[config.mk]
export PLATFORM = sky130hd
export DESIGN_NAME = snd4_lattice
export DESIGN_NICKNAME = d
export VERILOG_FILES = /design/src/sv/simplex_noise_4d_top_defines.svh /design/src/sv/snd4_pkg.sv /design/src/sv/snd4_lattice.sv
export SDC_FILE = /design/constraint.sdc
export NUM_CORES = 2
export LEC_CHECK = 0
export ABC_AREA = 0
export BUFFER_PORTS_ARGS = -buffer_cell sky130_fd_sc_hd__buf_2
export CAP_MARGIN = 0
export CELL_PAD_IN_SITES_DETAIL_PLACEMENT = 1
export CELL_PAD_IN_SITES_GLOBAL_PLACEMENT = 2
export CORE_MARGIN = 5
export CORE_UTILIZATION = 34
export DETAILED_ROUTE_END_ITERATION = 8
export GPL_TIMING_DRIVEN = 0
export PLACE_DENSITY = 0.66
export SLEW_MARGIN = 20
export SYNTH_ARGS = -nofsm -noshare
export SYNTH_HDL_FRONTEND = slang
export SYNTH_SLANG_ARGS = --single-unit
export TNS_END_PERCENT = 30
[constraint.sdc]
create_clock -name clk -period 8.88 [get_ports clk]
set_input_delay 2.22 -clock clk [delete_from_list [all_inputs] [get_ports clk]]
set_output_delay 2.22 -clock clk [all_outputs]
set_load 0.01 [all_outputs]
[src/sv/simplex_noise_4d_top_defines.svh]
`ifndef SIMPLEX_NOISE_4D_TOP_DEFINES_SVH
`define SIMPLEX_NOISE_4D_TOP_DEFINES_SVH

// Same-cycle implication, checked on every clock edge outside reset.
`define SND4_ASSERT_IMP(lbl, ante, cons) \
	lbl: assert property (@(posedge clk) disable iff (!arst_n) (ante) |-> (cons)) \
		else $error("pipeline check failed");

// Next-cycle implication, checked on every clock edge outside reset.
`define SND4_ASSERT_NXT(lbl, ante, cons) \
	lbl: assert property (@(posedge clk) disable iff (!arst_n) (ante) |=> (cons)) \
		else $error("pipeline check failed");

`endif

[src/sv/snd4_pkg.sv]
package snd4_pkg;

	localparam int NAXIS   = 4;
	localparam int NCORNER = 5;

	// Offset and corner vector widths, Q24.
	localparam int DW   = 30;
	localparam int VW   = 31;
	localparam int SQW  = 2 * VW;
	localparam int R2W  = SQW + 2;
	localparam int FW   = 24;
	localparam int FLW  = R2W - FW + 2;
	localparam int DOTW = VW + 2;
	localparam int TW   = FW + 1 + DOTW;
	localparam int ACW  = TW + 3;
	localparam int SCW  = ACW + 5;
	localparam int NW   = 16;

	localparam int LAT_STAGES    = 7;
	localparam int CORNER_STAGES = 6;
	localparam int DEPTH         = LAT_STAGES + CORNER_STAGES + 1;

	localparam logic signed [27:0] F4_Q28 = 28'sd82951118;
	localparam logic signed [30:0] G4_Q32 = 31'sd593549882;
	localparam int G4_Q24      = 2318554;
	localparam int ONE_Q24     = 16777216;
	localparam int FALLOFF_Q24 = 10066330;
	localparam int NOISE_MAX   = 32767;
	localparam int NOISE_MIN   = -32768;

	typedef logic signed [VW-1:0] vec_t;
	typedef logic signed [TW-1:0] term_t;

	typedef struct packed {
		logic signed [31:0] coord_x;
		logic signed [31:0] coord_y;
		logic signed [31:0] coord_z;
		logic signed [31:0] coord_w;
	} point_t;

	typedef struct packed {
		logic signed [NW-1:0] noise_value;
	} noise_t;

	localparam logic [7:0] HASH_ROM [256] = '{
		8'd151, 8'd160, 8'd137, 8'd91, 8'd90, 8'd15, 8'd131, 8'd13, 8'd201, 8'd95,
		8'd96, 8'd53, 8'd194, 8'd233, 8'd7, 8'd225, 8'd140, 8'd36, 8'd103, 8'd30,
		8'd69, 8'd142, 8'd8, 8'd99, 8'd37, 8'd240, 8'd21, 8'd10, 8'd23, 8'd190,
		8'd6, 8'd148, 8'd247, 8'd120, 8'd234, 8'd75, 8'd0, 8'd26, 8'd197, 8'd62,
		8'd94, 8'd252, 8'd219, 8'd203, 8'd117, 8'd35, 8'd11, 8'd32, 8'd57, 8'd177,
		8'd33, 8'd88, 8'd237, 8'd149, 8'd56, 8'd87, 8'd174, 8'd20, 8'd125, 8'd136,
		8'd171, 8'd168, 8'd68, 8'd175, 8'd74, 8'd165, 8'd71, 8'd134, 8'd139, 8'd48,
		8'd27, 8'd166, 8'd77, 8'd146, 8'd158, 8'd231, 8'd83, 8'd111, 8'd229, 8'd122,
		8'd60, 8'd211, 8'd133, 8'd230, 8'd220, 8'd105, 8'd92, 8'd41, 8'd55, 8'd46,
		8'd245, 8'd40, 8'd244, 8'd102, 8'd143, 8'd54, 8'd65, 8'd25, 8'd63, 8'd161,
		8'd1, 8'd216, 8'd80, 8'd73, 8'd209, 8'd76, 8'd132, 8'd187, 8'd208, 8'd89,
		8'd18, 8'd169, 8'd200, 8'd196, 8'd135, 8'd130, 8'd116, 8'd188, 8'd159, 8'd86,
		8'd164, 8'd100, 8'd109, 8'd198, 8'd173, 8'd186, 8'd3, 8'd64, 8'd52, 8'd217,
		8'd226, 8'd250, 8'd124, 8'd123, 8'd5, 8'd202, 8'd38, 8'd147, 8'd118, 8'd126,
		8'd255, 8'd82, 8'd85, 8'd212, 8'd207, 8'd206, 8'd59, 8'd227, 8'd47, 8'd16,
		8'd58, 8'd17, 8'd182, 8'd189, 8'd28, 8'd42, 8'd223, 8'd183, 8'd170, 8'd213,
		8'd119, 8'd248, 8'd152, 8'd2, 8'd44, 8'd154, 8'd163, 8'd70, 8'd221, 8'd153,
		8'd101, 8'd155, 8'd167, 8'd43, 8'd172, 8'd9, 8'd129, 8'd22, 8'd39, 8'd253,
		8'd19, 8'd98, 8'd108, 8'd110, 8'd79, 8'd113, 8'd224, 8'd232, 8'd178, 8'd185,
		8'd112, 8'd104, 8'd218, 8'd246, 8'd97, 8'd228, 8'd251, 8'd34, 8'd242, 8'd193,
		8'd238, 8'd210, 8'd144, 8'd12, 8'd191, 8'd179, 8'd162, 8'd241, 8'd81, 8'd51,
		8'd145, 8'd235, 8'd249, 8'd14, 8'd239, 8'd107, 8'd49, 8'd192, 8'd214, 8'd31,
		8'd181, 8'd199, 8'd106, 8'd157, 8'd184, 8'd84, 8'd204, 8'd176, 8'd115, 8'd121,
		8'd50, 8'd45, 8'd127, 8'd4, 8'd150, 8'd254, 8'd138, 8'd236, 8'd205, 8'd93,
		8'd222, 8'd114, 8'd67, 8'd29, 8'd24, 8'd72, 8'd243, 8'd141, 8'd128, 8'd195,
		8'd78, 8'd66, 8'd215, 8'd61, 8'd156, 8'd180
	};

	// Rank of each axis, two bits per axis, x in the top pair.
	function automatic logic [7:0] rank_row(input logic [5:0] code);
		logic [7:0] row;
		unique case (code)
			6'd0:    row = 8'b00_01_10_11;
			6'd1:    row = 8'b00_01_11_10;
			6'd3:    row = 8'b00_10_11_01;
			6'd7:    row = 8'b01_10_11_00;
			6'd8:    row = 8'b00_10_01_11;
			6'd10:   row = 8'b00_11_01_10;
			6'd11:   row = 8'b00_11_10_01;
			6'd15:   row = 8'b01_11_10_00;
			6'd24:   row = 8'b01_10_00_11;
			6'd26:   row = 8'b01_11_00_10;
			6'd30:   row = 8'b10_11_00_01;
			6'd31:   row = 8'b10_11_01_00;
			6'd32:   row = 8'b01_00_10_11;
			6'd33:   row = 8'b01_00_11_10;
			6'd37:   row = 8'b10_00_11_01;
			6'd39:   row = 8'b10_01_11_00;
			6'd48:   row = 8'b10_00_01_11;
			6'd52:   row = 8'b11_00_01_10;
			6'd53:   row = 8'b11_00_10_01;
			6'd55:   row = 8'b11_01_10_00;
			6'd56:   row = 8'b10_01_00_11;
			6'd60:   row = 8'b11_01_00_10;
			6'd62:   row = 8'b11_10_00_01;
			6'd63:   row = 8'b11_10_01_00;
			default: row = 8'b00_00_00_00;
		endcase
		return row;
	endfunction

endpackage

[src/sv/snd4_lattice.sv]
module snd4_lattice #(
	parameter int IN_FRAC_BITS = 16
) (
	input  logic              clk,
	input  logic              en,
	input  snd4_pkg::point_t  point,
	output snd4_pkg::vec_t    v [snd4_pkg::NCORNER][snd4_pkg::NAXIS],
	output logic [snd4_pkg::NAXIS-1:0] step [snd4_pkg::NCORNER],
	output logic [7:0]        base [snd4_pkg::NAXIS]
);
	import snd4_pkg::*;

	localparam int PW  = 34 + 27;
	localparam int AW  = 35;
	localparam int RW  = 36;
	localparam int CW  = AW - IN_FRAC_BITS;
	localparam int CSW = CW + 2;
	localparam int UW  = CSW + 31;
	localparam int SW  = UW + 1;

	logic signed [31:0]     p_s1 [NAXIS];
	logic signed [33:0]     sum_s1;
	logic signed [31:0]     p_s2 [NAXIS];
	logic signed [PW-1:0]   prod_s2;
	logic signed [32:0]     skew_c;
	logic signed [AW-1:0]   a_c [NAXIS];
	logic signed [CW-1:0]   cell_c [NAXIS];
	logic signed [CW-1:0]   cell_s3 [NAXIS];
	logic signed [RW-1:0]   r_s3 [NAXIS];
	logic signed [CSW-1:0]  cellsum_s4;
	logic signed [RW-1:0]   r_s4 [NAXIS];
	logic [7:0]             base_s4 [NAXIS];
	logic signed [UW-1:0]   unskew_s5;
	logic signed [RW-1:0]   r_s5 [NAXIS];
	logic [7:0]             base_s5 [NAXIS];
	logic signed [SW-1:0]   dsum_c [NAXIS];
	logic signed [DW-1:0]   d_s6 [NAXIS];
	logic [7:0]             base_s6 [NAXIS];
	logic [5:0]             code_c;
	logic [7:0]             row_c;
	logic [1:0]             rk_c [NAXIS];
	logic                   st_c [NCORNER][NAXIS];
	vec_t                   v_s7 [NCORNER][NAXIS];
	logic [NAXIS-1:0]       step_s7 [NCORNER];
	logic [7:0]             base_s7 [NAXIS];

	always_ff @(posedge clk) begin
		if (en) begin
			p_s1[0] <= point.coord_x;
			p_s1[1] <= point.coord_y;
			p_s1[2] <= point.coord_z;
			p_s1[3] <= point.coord_w;
			sum_s1  <= 34'(point.coord_x) + 34'(point.coord_y) + 34'(point.coord_z)
				+ 34'(point.coord_w);
			p_s2    <= p_s1;
			prod_s2 <= sum_s1 * F4_Q28;
		end
	end

	// Skew by F4 and take the true floor to find the lattice cell.
	always_comb begin
		skew_c = prod_s2[PW-1:28];
		for (int q = 0; q < NAXIS; q++) begin
			a_c[q]    = AW'(p_s2[q]) + AW'(skew_c);
			cell_c[q] = a_c[q][IN_FRAC_BITS +: CW];
		end
	end

	always_ff @(posedge clk) begin
		if (en) begin
			for (int q = 0; q < NAXIS; q++) begin
				cell_s3[q] <= cell_c[q];
				r_s3[q]    <= RW'(p_s2[q]) - (RW'(cell_c[q]) <<< IN_FRAC_BITS);
				base_s4[q] <= cell_s3[q][7:0];
			end
			cellsum_s4 <= CSW'(cell_s3[0]) + CSW'(cell_s3[1]) + CSW'(cell_s3[2])
				+ CSW'(cell_s3[3]);
			r_s4       <= r_s3;
			unskew_s5  <= cellsum_s4 * G4_Q32;
			r_s5       <= r_s4;
			base_s5    <= base_s4;
		end
	end

	always_comb begin
		for (int q = 0; q < NAXIS; q++) begin
			dsum_c[q] = (SW'(r_s5[q]) <<< (32 - IN_FRAC_BITS)) + SW'(unskew_s5);
		end
	end

	always_ff @(posedge clk) begin
		if (en) begin
			for (int q = 0; q < NAXIS; q++) begin
				d_s6[q] <= dsum_c[q][8 +: DW];
			end
			base_s6 <= base_s5;
		end
	end

	// Pairwise compares pick the traversal order; corner m steps along the
	// m axes of highest rank.
	always_comb begin
		code_c = {d_s6[0] > d_s6[1], d_s6[0] > d_s6[2], d_s6[1] > d_s6[2],
			d_s6[0] > d_s6[3], d_s6[1] > d_s6[3], d_s6[2] > d_s6[3]};
		row_c  = rank_row(code_c);
		for (int q = 0; q < NAXIS; q++) begin
			rk_c[q] = row_c[7 - 2 * q -: 2];
		end
		for (int m = 0; m < NCORNER; m++) begin
			for (int q = 0; q < NAXIS; q++) begin
				st_c[m][q] = (m != 0) && ({1'b0, rk_c[q]} >= 3'(NAXIS - m));
			end
		end
	end

	always_ff @(posedge clk) begin
		if (en) begin
			for (int m = 0; m < NCORNER; m++) begin
				for (int q = 0; q < NAXIS; q++) begin
					v_s7[m][q]    <= VW'(d_s6[q]) - (st_c[m][q] ? VW'(ONE_Q24) : VW'(0))
						+ VW'(m * G4_Q24);
					step_s7[m][q] <= st_c[m][q];
				end
			end
			base_s7 <= base_s6;
		end
	end

	assign v    = v_s7;
	assign step = step_s7;
	assign base = base_s7;
endmodule

==> results by stage <==
Global route:
- The number of antenna violations at the first check in global routing was 43.
- The via count of the first global-routing pass is 68,400.
- Across every metal layer, demand over resource in global routing totals approximately a fifth.
- The first global-routing pass estimated about 470 mm of wire.
- The largest net degree at the start of global routing is between 100 and 150.
- After global routing the overflow that remains totals 0.

Timing:
- The shortest period the worst path allows is around 8.4 ns.
- The final critical path takes up 94.6% of the cycle.
- Timing would allow up to roughly 0.12 GHz.
- The number of hold violations in the final report is 0.
- The measured slew at the worst slew-check pin is 1.05 ns.
- Headroom to the max-slew limit came out at between 20 and 30%.
- The clock arrives with a little over 0.05 ns of skew.
- Setup violations remaining at the end of the flow were counted as 0.
- Setup repair after global routing left no endpoint under its margin.
- The final count of pins violating max slew is 0.

Yosys:
- The largest family of logic cells by synthesized area is adder cells.
- After technology mapping, the gate count stands at 7,855.
- Among all flip-flop cells after synthesis, the most frequent one is sky130_fd_sc_hd__edfxtp_1.
- Sorting the synthesized cells by area gives the leading types as sky130_fd_sc_hd__edfxtp_1 (44%), sky130_fd_sc_hd__ha_1 (16%), sky130_fd_sc_hd__fa_1 (15%).
- The complex-gate fraction of the synthesized area is under 10%.
- After synthesis the cells add up to between 0.09 and 0.1 mm².
- Of the total synthesized cell area, the portion taken by XOR and XNOR cells is 5.62%.
- The post-synthesis simple-gate area fraction is between 5 and 6%.
- The count of synthesis-stage warnings from yosys is 0.
- The mean instance size in the synthesized netlist is 12.5 µm².
- Of all cell types, the one taking the most synthesized area is sky130_fd_sc_hd__edfxtp_1.
- The distinct cell type count of the synthesized netlist is 90.
- The share of cell area taken by muxes after synthesis is less than 1%.
- The sequential area share after synthesis is 43.7%.
- The synthesized netlist devotes just over 30% of its cell area to adder and majority cells.
- The proportion of register bits with asynchronous set or reset after synthesis is 0%.
- The number of enable flip-flop cells after synthesis is 1,434.
- The register bit total from synthesis is 1,434.
- After synthesis, the largest area contributor takes up between 40 and 50% of total cell area.

Critical path:
- The cell class contributing the biggest share of worst-path delay is compound AO/OA/AOI/OAI gates.
- The slowest library cell on the worst path is sky130_fd_sc_hd__edfxtp_1.
- Data on the critical path arrives at its endpoint at approximately 9.0 ns.
- The data required time of the worst path is between 9 and 10 ns.
- The worst setup path is launched from a flip-flop.
- The largest fanout on the critical path is 14.
- The critical path contains buffers and inverters numbering 2 combined.
- For this run, the slowest stage of the critical path takes slightly above 0.9 ns.
- STA classifies the critical path endpoint as a flip-flop.
- The most prevalent standard cell on the critical path is sky130_fd_sc_hd__ha_1.
- The critical path in this run is classified as reg2reg.
- Traced cell by cell, the critical path runs through inv_1, ha_1, a21o_1, a21o_1, a221o_1, a221oi_1, o311ai_0, mux2i_2, inv_1, ha_1, nor2b_1, and2_1, o31ai_2, or2_1, ha_1, ha_1, nor2_1, a221oi_1, a31oi_1, o21bai_1, a21oi_1, xor2_1.

Floorplanning:
- The die is ~550 µm tall.
- 802 I/O pins were placed.
- From left edge to right edge, the die measures between 500 and 600 µm.
- The area of the die is 0.301 mm².
- For this configuration, the core starts out at a cell density of 34.2%.
- The number of placement rows is 197.
- In this run the standard cell core region covers between 0.2 and 0.3 mm².

Final layout:
- The fraction of final layout cells sized beyond drive strength 1 is 14.3%.
- The fill cell total of the finished layout is about 31,000.
- The number of cells in the finished layout apart from fillers is roughly 13,000.
- Compared with the post-synthesis result, the final layout area differs by 15.1%.
- The final layout net count is around 11,000.

Route:
- Summing over every cut layer, the via total after detailed routing is around 62,000.
- The detail route stage leaves a number of antenna-violating nets equal to 0.
- The average detailed-routed wire length per instance is 25.4 µm.
- After detailed routing, the number of remaining DRC violations is 0.
- After detailed routing, the number of vias per cell comes to about 5.
- For this block, the initial DRC count from the detailed router was between 2,000 and 3,000.
- Summed over all layers, the routed wires come to between 300 and 400 mm.
- The first TritonRoute pass finished after 5 iterations.

Clocking:
- CTS built an H-tree with a depth of 4.
- For this design, the sink count on the clock tree is ~1,400.
- After clock tree synthesis, the clock-pin slew on the worst setup and hold paths is about 0.06 ns.
- TritonCTS built the clock tree.
- In this run the deepest clock path goes through 4 buffers.
- The root buffer cell chosen for the clock tree is sky130_fd_sc_hd__clkbuf_16.
- The number of clock buffers added by TritonCTS is 172.
- The number of hold buffers added after cts is 0.
- The clock latency reported for the late side of the worst-skew pair is roughly 0.85 ns.

Placed design:
- The HPWL reported at the end of detailed placement is approximately 270 mm.
- Once placement completed, the tool counted placed cells totaling between 10,000 and 15,000.
- The final weighted congestion in routability-driven placement is approximately 0.9.
- Port buffering added around 790 buffers.

Worst hold path:
- The min-delay analysis places its worst path in the category reg2reg.

Flow run:
- The tool flagged a number of max-cap violations equal to 0.

Run status:
- The run finished with clean final reports.
## metal layers
| metal | vias up | share of wire, % | GRT usage (%) |
|---|---|---|---|
| li1 | 29000 | - | - |
| met4 | 2 | 2.7 | 5.28 |
| met1 | 31800 | 44 | 27.6 |
| met5 | - | 0.0040 | 0 |
| met3 | 348 | 4.2 | 2.86 |
| met2 | 1266 | 50 | 37.3 |
## synthesized netlist by cell type, drive strengths merged (9+ instances only)
cell and number:
a2111oi 12, xor2 136, o211ai 27, a211oi 60, nor3b 10, a41oi 11
o31ai 30, mux2i 12, nor3 111, nor2 349, fa 750, o21ai 226
a31oi 41, or4 15, buf 154, a21o 137, ha 1235, a21boi 35
xnor2 496, a211o 23, o311ai 14, inv 1260, nor4 26, nand2 214
o21a 82, nand4 50, and2 23, nand3 91, and4 11, edfxtp 1434
o21bai 36, nand2b 63, nand3b 11, or3 32, o22ai 9, a221oi 15
nor2b 67, clkbuf 53, and3 29, o2111ai 10, o41ai 11, or2 25
a21oi 327
## path summary, 6_finish.rpt
kind               startpoint         to  slack, ns  depth (start not counted)
setup / recovery  d_s6[3][23]     v[401]       0.48                         22
hold / removal      r_s4[112]  r_s5[112]       0.40                          0
setup reg to reg  d_s6[3][23]     v[401]       0.48                         22
hold reg to reg     r_s4[112]  r_s5[112]       0.40                          0
## registers in the layout, summed over array words and instances (netlist names), 21 cells and up
register and cells:
p_s1 128, p_s2 128, unskew_s5 30, cell_s3 72
r_s5 88, base_s4 32, r_s4 88, base_s5 32
base 32, v 488, d_s6 96, cellsum_s4 21
r_s3 88, base_s6 32, sum_s1 34, prod_s2 33
## logic make-up (layout without fill, tap and decap cells)
| kind of cell | count (synthesis) | in the layout |
|---|---|---|
| buffers and inverters | 1475 | 2591 |
| other | 2 | 16 |
| AND/OR/NAND/NOR | 1144 | 1144 |
| XOR/XNOR | 632 | 632 |
| AO/OA/AOI/OAI | 1168 | 1168 |
| flip-flops | 1434 | 1434 |
| adder cells (fa/ha/maj) | 1985 | 1985 |
| multiplexers | 15 | 15 |
## repair_timing
action | CTS | global route
resized for setup | 8 | 0
pin swaps | 0 | 0
endpoints found under the setup margin | 13 | 2
setup buffers | 1 | 1
## layout by cell type, fill, tap and decap left out, drive strengths merged, types with 26 or more instances in the layout
| master | count |
|---|---|
| a211oi | 60 |
| a21boi | 35 |
| o21a | 82 |
| nor4 | 26 |
| xnor2 | 496 |
| nand2b | 63 |
| xor2 | 136 |
| nor2 | 349 |
| nand3 | 91 |
| nor2b | 67 |
| a21o | 137 |
| o21ai | 226 |
| inv | 1269 |
| fa | 750 |
| ha | 1235 |
| edfxtp | 1434 |
| o211ai | 27 |
| nand2 | 214 |
| a31oi | 41 |
| or3 | 32 |
| buf | 964 |
| nand4 | 50 |
| o21bai | 36 |
| o31ai | 30 |
| clkinv | 79 |
| and3 | 29 |
| clkbuf | 243 |
| a21oi | 327 |
| nor3 | 111 |
## layout make-up
cell class	instances	area [µm²]	share of cell area (%)
Clock inverter	116	1270	1.12
Buffer	206	1310	1.15
Timing Repair Buffer	810	4350	3.84
Antenna cell	8	20.0	0.0177
Clock buffer	191	4380	3.86
Sequential cell	1434	43100	38.0
Inverter	1268	4760	4.20
Multi-Input combinational cell	4952	49500	43.7
Tap cell	3781	4730	4.17
## per-stage QoR
step	hold WS (ns)	area [µm²]	utilization [%]	TNS, ns	setup WS [ns]
2_1_floorplan	0.400	98600	-	0	1.16
3_3_place_gp	0.401	107000	37.2	-	-17.74
3_5_place_dp	0.406	108000	37.3	-10.33	-1.42
4_1_cts	0.381	113000	39.3	0	0.0734
5_1_grt	0.401	113000	39.3	0	0.00741
6_report	0.396	113000	39.3	0	0.480
Power is not shown: default switching activity piles up to over one toggle a cycle in this logic, so the estimate is an artifact.
