--- src/sv/simplex_noise_4d_top_defines.svh ---
`ifndef SIMPLEX_NOISE_4D_TOP_DEFINES_SVH
`define SIMPLEX_NOISE_4D_TOP_DEFINES_SVH

// Same-cycle implication, checked on every clock edge outside reset.
`define SND4_ASSERT_IMP(lbl, ante, cons) \
	lbl: assert property (@(posedge clk) disable iff (!arst_n) (ante) |-> (cons)) \
		else $error("pipeline check failed");

// Next-cycle implication, checked on every clock edge outside reset.
`define SND4_ASSERT_NXT(lbl, ante, cons) \
	lbl: assert property (@(posedge clk) disable iff (!arst_n) (ante) |=> (cons)) \
		else $error("pipeline check failed");

`endif

--- src/sv/snd4_pkg.sv ---
package snd4_pkg;

	localparam int NAXIS   = 4;
	localparam int NCORNER = 5;

	// Offset and corner vector widths, Q24.
	localparam int DW   = 30;
	localparam int VW   = 31;
	localparam int SQW  = 2 * VW;
	localparam int R2W  = SQW + 2;
	localparam int FW   = 24;
	localparam int FLW  = R2W - FW + 2;
	localparam int DOTW = VW + 2;
	localparam int TW   = FW + 1 + DOTW;
	localparam int ACW  = TW + 3;
	localparam int SCW  = ACW + 5;
	localparam int NW   = 16;

	localparam int LAT_STAGES    = 7;
	localparam int CORNER_STAGES = 6;
	localparam int DEPTH         = LAT_STAGES + CORNER_STAGES + 1;

	localparam logic signed [27:0] F4_Q28 = 28'sd82951118;
	localparam logic signed [30:0] G4_Q32 = 31'sd593549882;
	localparam int G4_Q24      = 2318554;
	localparam int ONE_Q24     = 16777216;
	localparam int FALLOFF_Q24 = 10066330;
	localparam int NOISE_MAX   = 32767;
	localparam int NOISE_MIN   = -32768;

	typedef logic signed [VW-1:0] vec_t;
	typedef logic signed [TW-1:0] term_t;

	typedef struct packed {
		logic signed [31:0] coord_x;
		logic signed [31:0] coord_y;
		logic signed [31:0] coord_z;
		logic signed [31:0] coord_w;
	} point_t;

	typedef struct packed {
		logic signed [NW-1:0] noise_value;
	} noise_t;

	localparam logic [7:0] HASH_ROM [256] = '{
		8'd151, 8'd160, 8'd137, 8'd91, 8'd90, 8'd15, 8'd131, 8'd13, 8'd201, 8'd95,
		8'd96, 8'd53, 8'd194, 8'd233, 8'd7, 8'd225, 8'd140, 8'd36, 8'd103, 8'd30,
		8'd69, 8'd142, 8'd8, 8'd99, 8'd37, 8'd240, 8'd21, 8'd10, 8'd23, 8'd190,
		8'd6, 8'd148, 8'd247, 8'd120, 8'd234, 8'd75, 8'd0, 8'd26, 8'd197, 8'd62,
		8'd94, 8'd252, 8'd219, 8'd203, 8'd117, 8'd35, 8'd11, 8'd32, 8'd57, 8'd177,
		8'd33, 8'd88, 8'd237, 8'd149, 8'd56, 8'd87, 8'd174, 8'd20, 8'd125, 8'd136,
		8'd171, 8'd168, 8'd68, 8'd175, 8'd74, 8'd165, 8'd71, 8'd134, 8'd139, 8'd48,
		8'd27, 8'd166, 8'd77, 8'd146, 8'd158, 8'd231, 8'd83, 8'd111, 8'd229, 8'd122,
		8'd60, 8'd211, 8'd133, 8'd230, 8'd220, 8'd105, 8'd92, 8'd41, 8'd55, 8'd46,
		8'd245, 8'd40, 8'd244, 8'd102, 8'd143, 8'd54, 8'd65, 8'd25, 8'd63, 8'd161,
		8'd1, 8'd216, 8'd80, 8'd73, 8'd209, 8'd76, 8'd132, 8'd187, 8'd208, 8'd89,
		8'd18, 8'd169, 8'd200, 8'd196, 8'd135, 8'd130, 8'd116, 8'd188, 8'd159, 8'd86,
		8'd164, 8'd100, 8'd109, 8'd198, 8'd173, 8'd186, 8'd3, 8'd64, 8'd52, 8'd217,
		8'd226, 8'd250, 8'd124, 8'd123, 8'd5, 8'd202, 8'd38, 8'd147, 8'd118, 8'd126,
		8'd255, 8'd82, 8'd85, 8'd212, 8'd207, 8'd206, 8'd59, 8'd227, 8'd47, 8'd16,
		8'd58, 8'd17, 8'd182, 8'd189, 8'd28, 8'd42, 8'd223, 8'd183, 8'd170, 8'd213,
		8'd119, 8'd248, 8'd152, 8'd2, 8'd44, 8'd154, 8'd163, 8'd70, 8'd221, 8'd153,
		8'd101, 8'd155, 8'd167, 8'd43, 8'd172, 8'd9, 8'd129, 8'd22, 8'd39, 8'd253,
		8'd19, 8'd98, 8'd108, 8'd110, 8'd79, 8'd113, 8'd224, 8'd232, 8'd178, 8'd185,
		8'd112, 8'd104, 8'd218, 8'd246, 8'd97, 8'd228, 8'd251, 8'd34, 8'd242, 8'd193,
		8'd238, 8'd210, 8'd144, 8'd12, 8'd191, 8'd179, 8'd162, 8'd241, 8'd81, 8'd51,
		8'd145, 8'd235, 8'd249, 8'd14, 8'd239, 8'd107, 8'd49, 8'd192, 8'd214, 8'd31,
		8'd181, 8'd199, 8'd106, 8'd157, 8'd184, 8'd84, 8'd204, 8'd176, 8'd115, 8'd121,
		8'd50, 8'd45, 8'd127, 8'd4, 8'd150, 8'd254, 8'd138, 8'd236, 8'd205, 8'd93,
		8'd222, 8'd114, 8'd67, 8'd29, 8'd24, 8'd72, 8'd243, 8'd141, 8'd128, 8'd195,
		8'd78, 8'd66, 8'd215, 8'd61, 8'd156, 8'd180
	};

	// Rank of each axis, two bits per axis, x in the top pair.
	function automatic logic [7:0] rank_row(input logic [5:0] code);
		logic [7:0] row;
		unique case (code)
			6'd0:    row = 8'b00_01_10_11;
			6'd1:    row = 8'b00_01_11_10;
			6'd3:    row = 8'b00_10_11_01;
			6'd7:    row = 8'b01_10_11_00;
			6'd8:    row = 8'b00_10_01_11;
			6'd10:   row = 8'b00_11_01_10;
			6'd11:   row = 8'b00_11_10_01;
			6'd15:   row = 8'b01_11_10_00;
			6'd24:   row = 8'b01_10_00_11;
			6'd26:   row = 8'b01_11_00_10;
			6'd30:   row = 8'b10_11_00_01;
			6'd31:   row = 8'b10_11_01_00;
			6'd32:   row = 8'b01_00_10_11;
			6'd33:   row = 8'b01_00_11_10;
			6'd37:   row = 8'b10_00_11_01;
			6'd39:   row = 8'b10_01_11_00;
			6'd48:   row = 8'b10_00_01_11;
			6'd52:   row = 8'b11_00_01_10;
			6'd53:   row = 8'b11_00_10_01;
			6'd55:   row = 8'b11_01_10_00;
			6'd56:   row = 8'b10_01_00_11;
			6'd60:   row = 8'b11_01_00_10;
			6'd62:   row = 8'b11_10_00_01;
			6'd63:   row = 8'b11_10_01_00;
			default: row = 8'b00_00_00_00;
		endcase
		return row;
	endfunction

endpackage

--- src/sv/snd4_accum.sv ---
module snd4_accum #(
	parameter int OUT_FRAC_BITS = 14
) (
	input  logic             clk,
	input  logic             en,
	input  snd4_pkg::term_t  term [snd4_pkg::NCORNER],
	output snd4_pkg::noise_t noise
);
	import snd4_pkg::*;

	localparam int SH = 48 - OUT_FRAC_BITS;

	logic signed [ACW-1:0] acc_c;
	logic signed [SCW-1:0] scaled_c;
	logic signed [SCW-1:0] shifted_c;
	logic signed [NW-1:0]  sat_c;
	noise_t                noise_s14;

	// Times 27 as 16 + 8 + 2 + 1, then round half up and saturate.
	always_comb begin
		acc_c = '0;
		for (int m = 0; m < NCORNER; m++) begin
			acc_c = acc_c + ACW'(term[m]);
		end
		scaled_c  = (SCW'(acc_c) <<< 4) + (SCW'(acc_c) <<< 3) + (SCW'(acc_c) <<< 1)
			+ SCW'(acc_c) + (SCW'(1) <<< (SH - 1));
		shifted_c = scaled_c >>> SH;
		priority if (shifted_c > SCW'(NOISE_MAX)) begin
			sat_c = NW'(NOISE_MAX);
		end else if (shifted_c < SCW'(NOISE_MIN)) begin
			sat_c = NW'(NOISE_MIN);
		end else begin
			sat_c = shifted_c[NW-1:0];
		end
	end

	always_ff @(posedge clk) begin
		if (en) begin
			noise_s14.noise_value <= sat_c;
		end
	end

	assign noise = noise_s14;
endmodule
--- config.mk ---
export PLATFORM = sky130hd
export DESIGN_NAME = snd4_accum
export DESIGN_NICKNAME = d
export VERILOG_FILES = /design/src/sv/simplex_noise_4d_top_defines.svh /design/src/sv/snd4_pkg.sv /design/src/sv/snd4_accum.sv
export SDC_FILE = /design/constraint.sdc
export NUM_CORES = 1
export LEC_CHECK = 0
export BUFFER_PORTS_ARGS = -buffer_cell sky130_fd_sc_hd__buf_4
export CAP_MARGIN = 15
export CORE_UTILIZATION = 46
export CTS_BUF_LIST = sky130_fd_sc_hd__clkbuf_4
export CTS_CLUSTER_SIZE = 30
export DETAILED_ROUTE_END_ITERATION = 6
export GPL_TIMING_DRIVEN = 0
export HOLD_SLACK_MARGIN = 0.15
export PLACE_DENSITY = 0.68
export SYNTH_ARGS = -nofsm -noshare
export SYNTH_HDL_FRONTEND = slang
export SYNTH_SLANG_ARGS = --single-unit
--- constraint.sdc ---
create_clock -name clk -period 24.9 [get_ports clk]
set_input_delay 4.98 -clock clk [delete_from_list [all_inputs] [get_ports clk]]
set_output_delay 4.98 -clock clk [all_outputs]
set_load 0.05 [all_outputs]
==> results of run 1 <==
-- kinds of logic after synthesis --
| kind of cell | after synthesis | share of synthesized area (%) |
|---|---|---|
| fa+ha+maj | 480 | 50.1 |
| mux | 4 | 0.265 |
| buf+inv | 528 | 12.4 |
| compound gates | 436 | 18.0 |
| flops | 16 | 2.99 |
| xor+xnor | 123 | 6.85 |
| simple gates | 301 | 9.37 |
-- metrics by stage --
stage / setup slack (ps) / std cells / instance area (µm²) / hold slack [ps] / utilization, %
CTS: 9350 / 2654 / 18900 / 5050 / 55.0
global route: 8640 / 2654 / 18900 / 5050 / 55.0
finish: 9320 / 2654 / 18900 / 5060 / 55.0
global placement: 9180 / 2650 / 18900 / 5360 / 54.9
detailed placement: 9100 / 2650 / 18900 / 5360 / 54.9
floorplan: 10990 / 1888 / 16000 / 5090 / -
-- Yosys cell counts (all sizes together) (4+ instances only) --
cell / count / share of area (%)
inv: 491 / 11
fa: 272 / 34
ha: 204 / 16
a21oi: 135 / 4.2
a21o: 89 / 4.2
nand2: 86 / 2.1
xnor2: 76 / 4.3
o21ai: 63 / 2.0
nor2: 58 / 1.4
xor2: 47 / 2.6
clkbuf: 34 / 0.80
nand4: 33 / 1.3
nand3: 29 / 0.90
o21bai: 25 / 1.2
a211oi: 19 / 0.89
a31oi: 19 / 0.83
edfxtp: 16 / 3.0
o21a: 15 / 0.70
and3: 13 / 0.51
nor2b: 13 / 0.51
nor3: 13 / 0.41
nand2b: 12 / 0.47
o211ai: 11 / 0.51
o31ai: 10 / 0.58
or2: 10 / 0.39
or3: 9 / 0.35
a211o: 7 / 0.38
a31o: 6 / 0.33
and4: 6 / 0.33
nor4: 6 / 0.23
a221o: 5 / 0.31
a221oi: 5 / 0.27
and2: 5 / 0.19
nor3b: 5 / 0.23
o41ai: 5 / 0.44
maj3: 4 / 0.25
-- critical path: cells and delay by family --
kind | cells | cell delay (ps)
xor gates and xnor gates | 2 | 460
buffers and inverters | 7 | 1080
AOI/OAI and AO/OA | 13 | 3560
and+or+nand+nor | 6 | 1820
adders and majority gates | 9 | 3680
-- how the worst min path moves through the flow --
stage / start / end / slack [ps] / depth (start not counted)
2_1_floorplan: en / noise[0]$_SDFFCE_PN1P_ / 5090 / 0
3_3_place_gp: en / noise[13]$_SDFFCE_PN1P_ / 5360 / 1
3_5_place_dp: en / noise[13]$_SDFFCE_PN1P_ / 5360 / 1
4_1_cts: en / noise[13]$_SDFFCE_PN1P_ / 5050 / 1
5_1_grt: en / noise[13]$_SDFFCE_PN1P_ / 5050 / 1
6_report: en / noise[13]$_SDFFCE_PN1P_ / 5060 / 1
-- final cells by class --
class | instances | area (µm²)
multi-input combinational | 1344 | 13600
fill | 3281 | 15500
inverter | 491 | 1840
clock buffer | 3 | 22.5
timing repair buffer | 307 | 2300
clock inverter | 1 | 3.75
sequential | 16 | 480
tap | 455 | 569
buffer | 37 | 149
-- cells in the final DEF (no fill, tap or decap), types with 8 or more instances in the layout --
| master | count |
|---|---|
| a211oi_1 | 19 |
| a21o_1 | 89 |
| a21oi_1 | 135 |
| a31oi_1 | 18 |
| and3_1 | 13 |
| buf_4 | 307 |
| clkbuf_1 | 34 |
| edfxtp_1 | 16 |
| fa_1 | 272 |
| ha_1 | 204 |
| inv_1 | 491 |
| nand2_1 | 85 |
| nand2b_1 | 12 |
| nand3_1 | 29 |
| nand4_1 | 33 |
| nor2_1 | 58 |
| nor2b_1 | 13 |
| nor3_1 | 13 |
| o211ai_1 | 11 |
| o21a_1 | 15 |
| o21ai_0 | 56 |
| o21bai_1 | 25 |
| o31ai_1 | 8 |
| or3_1 | 9 |
| xnor2_1 | 73 |
| xor2_1 | 47 |
-- layer usage --
metal	wire length, µm	up-vias
li1	-	6763
met4	462	0
met2	17400	354
met3	1660	31
met5	0	-
met1	15600	6420
==> load_flow_metrics.sql, run 1 <==
INSERT INTO impl_metrics (metric_group, metric, value, unit) VALUES
('finish', 'drive_gt1_share', '15.3', '%'),
('route', 'first_iter_violations', '471', ''),
('critical_path', 'critical_path_peak_fanout', '10', ''),
('critical_path', 'worst_path_max_delay_cell', 'a31oi_1', ''),
('critical_path', 'crit_required', '24940', 'ps'),
('die', 'row_count', '68', ''),
('route', 'drtPass1Iterations', '5', ''),
('critical_path', 'worst_path_largest_cell_delay', '600', 'ps'),
('placed_design', 'io_buffer_count', '307', ''),
('critical_path', 'worst_path_most_repeated_cell', 'fa_1', ''),
('finish', 'final_nets', '2968', ''),
('route', 'vias', '13568', ''),
('clock_network', 'cts_resized', '0', ''),
('finish', 'area_delta_synth_final', '18.1', '%'),
('grt', 'grt_pass1_wl', '61.5', 'mm'),
('sta', 'rsz_0062_raised_after_global_routing', 'no', ''),
('sta', 'maxSlewViolCount', '0', ''),
('clock_network', 'tritoncts', 'done', ''),
('critical_path', 'startpoint_type', 'input pin', ''),
('sta', 'maxSlewHeadroom', '42.6', '%'),
('grt', 'grt.met2_usage', '37.7', '%'),
('die', 'fp.dieH', '189', 'µm'),
('placed_design', 'dp.final_hpwl', '32.3', 'mm'),
('grt', 'gr-usage-met3', '1.66', '%'),
('finish', 'largest_register_ffs', '16', ''),
('sta', 'setup_viol', '0', ''),
('grt', 'gr-max-usage-layer', 'met2', ''),
('synthesis', 'edff_count_synth', '16', ''),
('route', 'final_antenna_net_count', '0', ''),
('critical_path', 'cp-end-kind', 'register', ''),
('die', 'core-area', '34500', 'µm²'),
('die', 'initial_utilization', '46.6', '%'),
('finish', 'n_antenna_cell', '0', ''),
('clock_network', 'cts-htree-levels', '1', ''),
('critical_path', 'crit_path_start', 'term[1]', ''),
('grt', 'largest_net_degree_at_the_start_of_global_routing', '17', ''),
('clock_network', 'sink_count_of_the_clock_tree', '16', ''),
('grt', 'track_usage', '20.3', '%'),
('synthesis', 'synth-seq-cells', '16', ''),
('critical_path', 'setup.worst_path.end', 'noise[13]$_SDFFCE_PN1P_', ''),
('synthesis', 'synth_cell_types', '70', ''),
('run_status', 'outcome', 'finished, final reports clean', ''),
('sta', 'final_min_period_over_clock_period', '62.6', '%'),
('sta', 'timing_hold_violations_final', '0', ''),
('grt', 'number_of_global_route_vias_before_repair', '13858', ''),
('sta', 'layout_min_cycle_time', '15580', 'ps'),
('clock_network', 'buffer_type_at_the_clock_tree_root', 'clkbuf_4', ''),
('placed_design', 'globalplace.congestion', '0.880', ''),
('critical_path', 'path_class', 'input pin to register', ''),
('route', 'routed_via_density', '5.11', ''),
('critical_path', 'timing.critical_path.arrival', '15620', 'ps'),
('synthesis', 'ys_warns', '0', ''),
('grt', 'groute.layer.met1.usage', '25.9', '%'),
('sta', 'measured_slew_at_the_worst_slew_check_pin', '854', 'ps'),
('clock_network', 'clock_transition_at_the_registers_of_the_reported_paths', '90', 'ps'),
('route', 'drc', '0', ''),
('route', 'wirelength_routed', '35.1', 'mm'),
('synthesis', 'syn-mean-instance-area', '8.50', 'µm²'),
('run', 'max_cap_viol_count', '0', ''),
('synthesis', 'syn_area', '16000', 'µm²'),
('die', 'chipWidth', '189', 'µm'),
('min_path', 'hold_path.class', 'input pin to register', ''),
('clock_network', 'cts_post_setup_buffers_inserted', '0', ''),
('clock_network', 'clock_tree.buffer_depth', '2', ''),
('route', 'routedWlPerCell', '13.2', 'µm'),
('grt', 'initial_antenna_violation_count', '0', ''),
('die', 'ioPinCount', '308', ''),
('sta', 'fmax', '64.2', 'MHz'),
('clock_network', 'holdBufCountCts', '0', ''),
('clock_network', 'cts_buffers', '3', ''),
('die', 'die-area', '35600', 'µm²'),
('sta', 'fin_setup_tns', '0', 'ps'),
('synthesis', 'synthCells', '1888', ''),
('synthesis', 'proportion_of_register_bits_with_asynchronous_set_or_reset_after_synthesis', '0', '%'),
('synthesis', 'synth.yosys.seq_area_share', '2.99', '%'),
('synthesis', 'yosys_most_used_dff', 'edfxtp_1', ''),
('synthesis', 'mappedNetlistNets', '2656', ''),
('grt', 'gr-total-overflow', '0', '');
Power of run 1 is not shown: default switching activity piles up to over one toggle a cycle in this logic, so the estimate is an artifact.
==> run 2: changes to the inputs <==
--- a/config.mk
+++ b/config.mk
@@ -5,6 +5,7 @@
 export SDC_FILE = /design/constraint.sdc
 export NUM_CORES = 1
 export LEC_CHECK = 0
+export ABC_AREA = 1
 export BUFFER_PORTS_ARGS = -buffer_cell sky130_fd_sc_hd__buf_4
 export CAP_MARGIN = 15
 export CORE_UTILIZATION = 46
@@ -13,7 +14,7 @@
 export DETAILED_ROUTE_END_ITERATION = 6
 export GPL_TIMING_DRIVEN = 0
 export HOLD_SLACK_MARGIN = 0.15
-export PLACE_DENSITY = 0.68
+export PLACE_DENSITY = 0.7
 export SYNTH_ARGS = -nofsm -noshare
 export SYNTH_HDL_FRONTEND = slang
 export SYNTH_SLANG_ARGS = --single-unit
==> constraint.sdc (replaced) <==
create_clock -name clk -period 12.7 [get_ports clk]
set_input_delay 2.54 -clock clk [delete_from_list [all_inputs] [get_ports clk]]
set_output_delay 2.54 -clock clk [all_outputs]
set_load 0.05 [all_outputs]
==> run 2 against run 1 <==
Net effect:
- core utilization fell by 0.33 points
- sequential cell count unchanged
- final cell count up 33%
- sequential share of layout area fell by 0.28 points
- first-iteration DRC count is 42% higher
- setup slack worse by 7600 ps
- worst hold slack worse by 2400 ps
- cell area rose by 12%
- clock-buffer cell count unchanged
- synthesized cell count increased by 44%
- wire length grew 39%
- critical path depth is 10 higher
==> load_flow_metrics.sql, run 2 <==
INSERT INTO impl_metrics (metric_group, metric, value, unit) VALUES
('die', 'chipWidth', '201', 'µm'),
('grt', 'gr-total-overflow', '0', ''),
('synthesis', 'yosys_most_used_dff', 'edfxtp_1', ''),
('synthesis', 'mappedNetlistNets', '3479', ''),
('grt', 'grt_pass1_wl', '82.8', 'mm'),
('route', 'drtPass1Iterations', '5', ''),
('critical_path', 'worst_path_most_repeated_cell', 'nand2_1', ''),
('sta', 'layout_min_cycle_time', '10940', 'ps'),
('die', 'ioPinCount', '308', ''),
('grt', 'initial_antenna_violation_count', '0', ''),
('finish', 'most_common_cell_after_layout_fill_and_taps_aside', 'inv_1', ''),
('sta', 'maxSlewViolCount', '0', ''),
('route', 'wirelength_routed', '48.8', 'mm'),
('grt', 'number_of_global_route_vias_before_repair', '17701', ''),
('synthesis', 'synth-seq-cells', '16', ''),
('finish', 'layout.cell_area.non_filler', '21300', 'µm²'),
('route', 'vias', '17099', ''),
('min_path', 'timing.hold.worst_endpoint', 'noise[0]$_SDFFCE_PN1P_', ''),
('clock_network', 'sink_count_of_the_clock_tree', '16', ''),
('sta', 'layout_setup_ws', '1760', 'ps'),
('critical_path', 'cp-end-kind', 'register', ''),
('synthesis', 'list_of_most_frequent_post_synthesis_cells', 'inv_1 (790), nand2_1 (683), fa_1 (272)', ''),
('route', 'routed_via_density', '4.83', ''),
('clock_network', 'cts-htree-levels', '1', ''),
('critical_path', 'startpoint_type', 'input pin', ''),
('clock_network', 'clock_transition_at_the_registers_of_the_reported_paths', '80', 'ps'),
('sta', 'timing_hold_violations_final', '0', ''),
('finish', 'n_antenna_cell', '0', ''),
('critical_path', 'path_class', 'input pin to register', ''),
('synthesis', 'synth.yosys.seq_area_share', '2.63', '%'),
('min_path', 'holdCritStartpoint', 'en', ''),
('synthesis', 'yosys.area.top_type', 'fa_1', ''),
('clock_network', 'holdBufCountCts', '0', ''),
('sta', 'maxSlewHeadroom', '44.8', '%'),
('sta', 'fmax', '91.4', 'MHz'),
('clock_network', 'cts_buffers', '3', ''),
('synthesis', 'ys_warns', '0', ''),
('run', 'max_cap_viol_count', '0', ''),
('critical_path', 'timing.critical_path.arrival', '10970', 'ps'),
('route', 'routedWlPerCell', '13.8', 'µm'),
('placed_design', 'dp.final_hpwl', '45.8', 'mm'),
('sta', 'hold_ws', '2610', 'ps'),
('sta', 'fin_setup_tns', '0', 'ps'),
('sta', 'measured_slew_at_the_worst_slew_check_pin', '822', 'ps'),
('route', 'final_antenna_net_count', '0', ''),
('die', 'fp.dieH', '201', 'µm'),
('critical_path', 'crit_required', '12740', 'ps'),
('clock_network', 'cts_post_setup_buffers_inserted', '0', ''),
('grt', 'grt.met2_usage', '45.1', '%'),
('finish', 'largest_register_ffs', '16', ''),
('finish', 'most-common-layout-cells', 'inv_1 (790), nand2_1 (683), buf_4 (307)', ''),
('route', 'first_iter_violations', '669', ''),
('synthesis', 'synthTopCellsByArea', 'fa_1 (30%), inv_1 (16%), nand2_1 (14%)', ''),
('die', 'core-area', '38900', 'µm²'),
('synthesis', 'syn-mean-instance-area', '6.75', 'µm²'),
('finish', 'filler_cell_count', '3892', ''),
('placed_design', 'globalplace.congestion', '0.951', ''),
('min_path', 'hold_path.class', 'input pin to register', ''),
('die', 'row_count', '72', ''),
('grt', 'groute.layer.met1.usage', '32.8', '%'),
('finish', 'final_nets', '3791', ''),
('grt', 'gr-usage-met3', '0.972', '%'),
('placed_design', 'place_area', '21200', 'µm²'),
('sta', 'setup_viol', '0', ''),
('placed_design', 'dp_worst_setup_slack', '1480', 'ps'),
('run_status', 'outcome', 'finished, final reports clean', ''),
('critical_path', 'worst_path_max_delay_cell', 'fa_1', ''),
('synthesis', 'post-synth-top-area-fraction', '29.8', '%'),
('clock_network', 'tritoncts', 'done', ''),
('clock_network', 'clock_tree.buffer_depth', '2', ''),
('finish', 'drive_gt1_share', '12.6', '%'),
('synthesis', 'edff_count_synth', '16', ''),
('synthesis', 'proportion_of_register_bits_with_asynchronous_set_or_reset_after_synthesis', '0', '%'),
('min_path', 'worstHoldPathCells', '1', ''),
('sta', 'rsz_0062_raised_after_global_routing', 'no', ''),
('die', 'die-area', '40600', 'µm²'),
('grt', 'gr-max-usage-layer', 'met2', ''),
('clock_network', 'cts_resized', '0', ''),
('critical_path', 'worst_path_largest_cell_delay', '560', 'ps'),
('finish', 'area_delta_synth_final', '16.3', '%'),
('synthesis', 'syn_area', '18300', 'µm²'),
('placed_design', 'io_buffer_count', '307', ''),
('synthesis', 'synthCells', '2711', ''),
('critical_path', 'critical_path_peak_fanout', '10', ''),
('die', 'initial_utilization', '47.0', '%'),
('synthesis', 'synth_most_common_cell', 'inv_1', ''),
('sta', 'final_min_period_over_clock_period', '86.1', '%'),
('grt', 'largest_net_degree_at_the_start_of_global_routing', '17', ''),
('synthesis', 'synth_cell_types', '52', ''),
('grt', 'track_usage', '24.8', '%'),
('clock_network', 'buffer_type_at_the_clock_tree_root', 'clkbuf_4', ''),
('route', 'drc', '0', '');
## run 2: cell count changes after synthesis, sizes merged, moves of 11 or more
cell / change
nand4: -16
nand3: +48
clkbuf: -34
nand2: +606
o21a: -11
nor3: +11
and3: -11
a21o: -73
nand2b: -12
a211oi: -16
nor2: +146
nor2b: -13
xnor2: -43
inv: +315
## run 2: through the flow
step	utilization (%)	cells
finish	54.7	3540
global route	54.7	3540
CTS	54.7	3540
detailed placement	54.6	3536
global placement	54.6	3536
floorplan	-	2711
## run 2: cell families after synthesis
logic type,Yosys count,synth area share (%)
xor+xnor,87,4.53
flops,16,2.63
simple gates,1044,23.6
buf+inv,808,16.7
fa+ha+maj,476,43.7
compound gates,280,8.83
## run 2: critical path: cells and delay by family
kind / cells / cell delay (ps)
fa+ha+maj: 9 / 3890
simple gates: 24 / 2920
buf+inv: 10 / 800
compound gates: 4 / 790
## run 2: layout make-up
class,instances,area [µm²],share of cell area [%]
multi-input cells,1887,14800,69.4
inverters,806,3030,14.2
repair buffers,307,2300,10.8
well taps,518,648,3.05
flip-flops and latches,16,480,2.26
clock buffers,3,22.5,0.106
plain buffers,2,22.5,0.106
clock inverters,1,3.75,0.0176
## run 2: worst max path at each step
| stage | startpoint | end | cells after the start |
|---|---|---|---|
| 2_1_floorplan | term[1] | noise[0]$_SDFFCE_PN1P_ | 46 |
| 3_3_place_gp | term[1] | noise[8]$_SDFFCE_PN1P_ | 47 |
| 3_5_place_dp | term[26] | noise[11]$_SDFFCE_PN1P_ | 37 |
| 4_1_cts | term[24] | noise[11]$_SDFFCE_PN1P_ | 37 |
| 5_1_grt | term[1] | noise[14]$_SDFFCE_PN1P_ | 47 |
| 6_report | term[1] | noise[11]$_SDFFCE_PN1P_ | 47 |
## run 2: layer usage
layer / up-vias / wire [µm]
met5: - / 0
met4: 0 / 942
met3: 53 / 2010
met2: 416 / 23700
met1: 7930 / 22100
li1: 8700 / -
Power of run 2 is left out for the same reason.
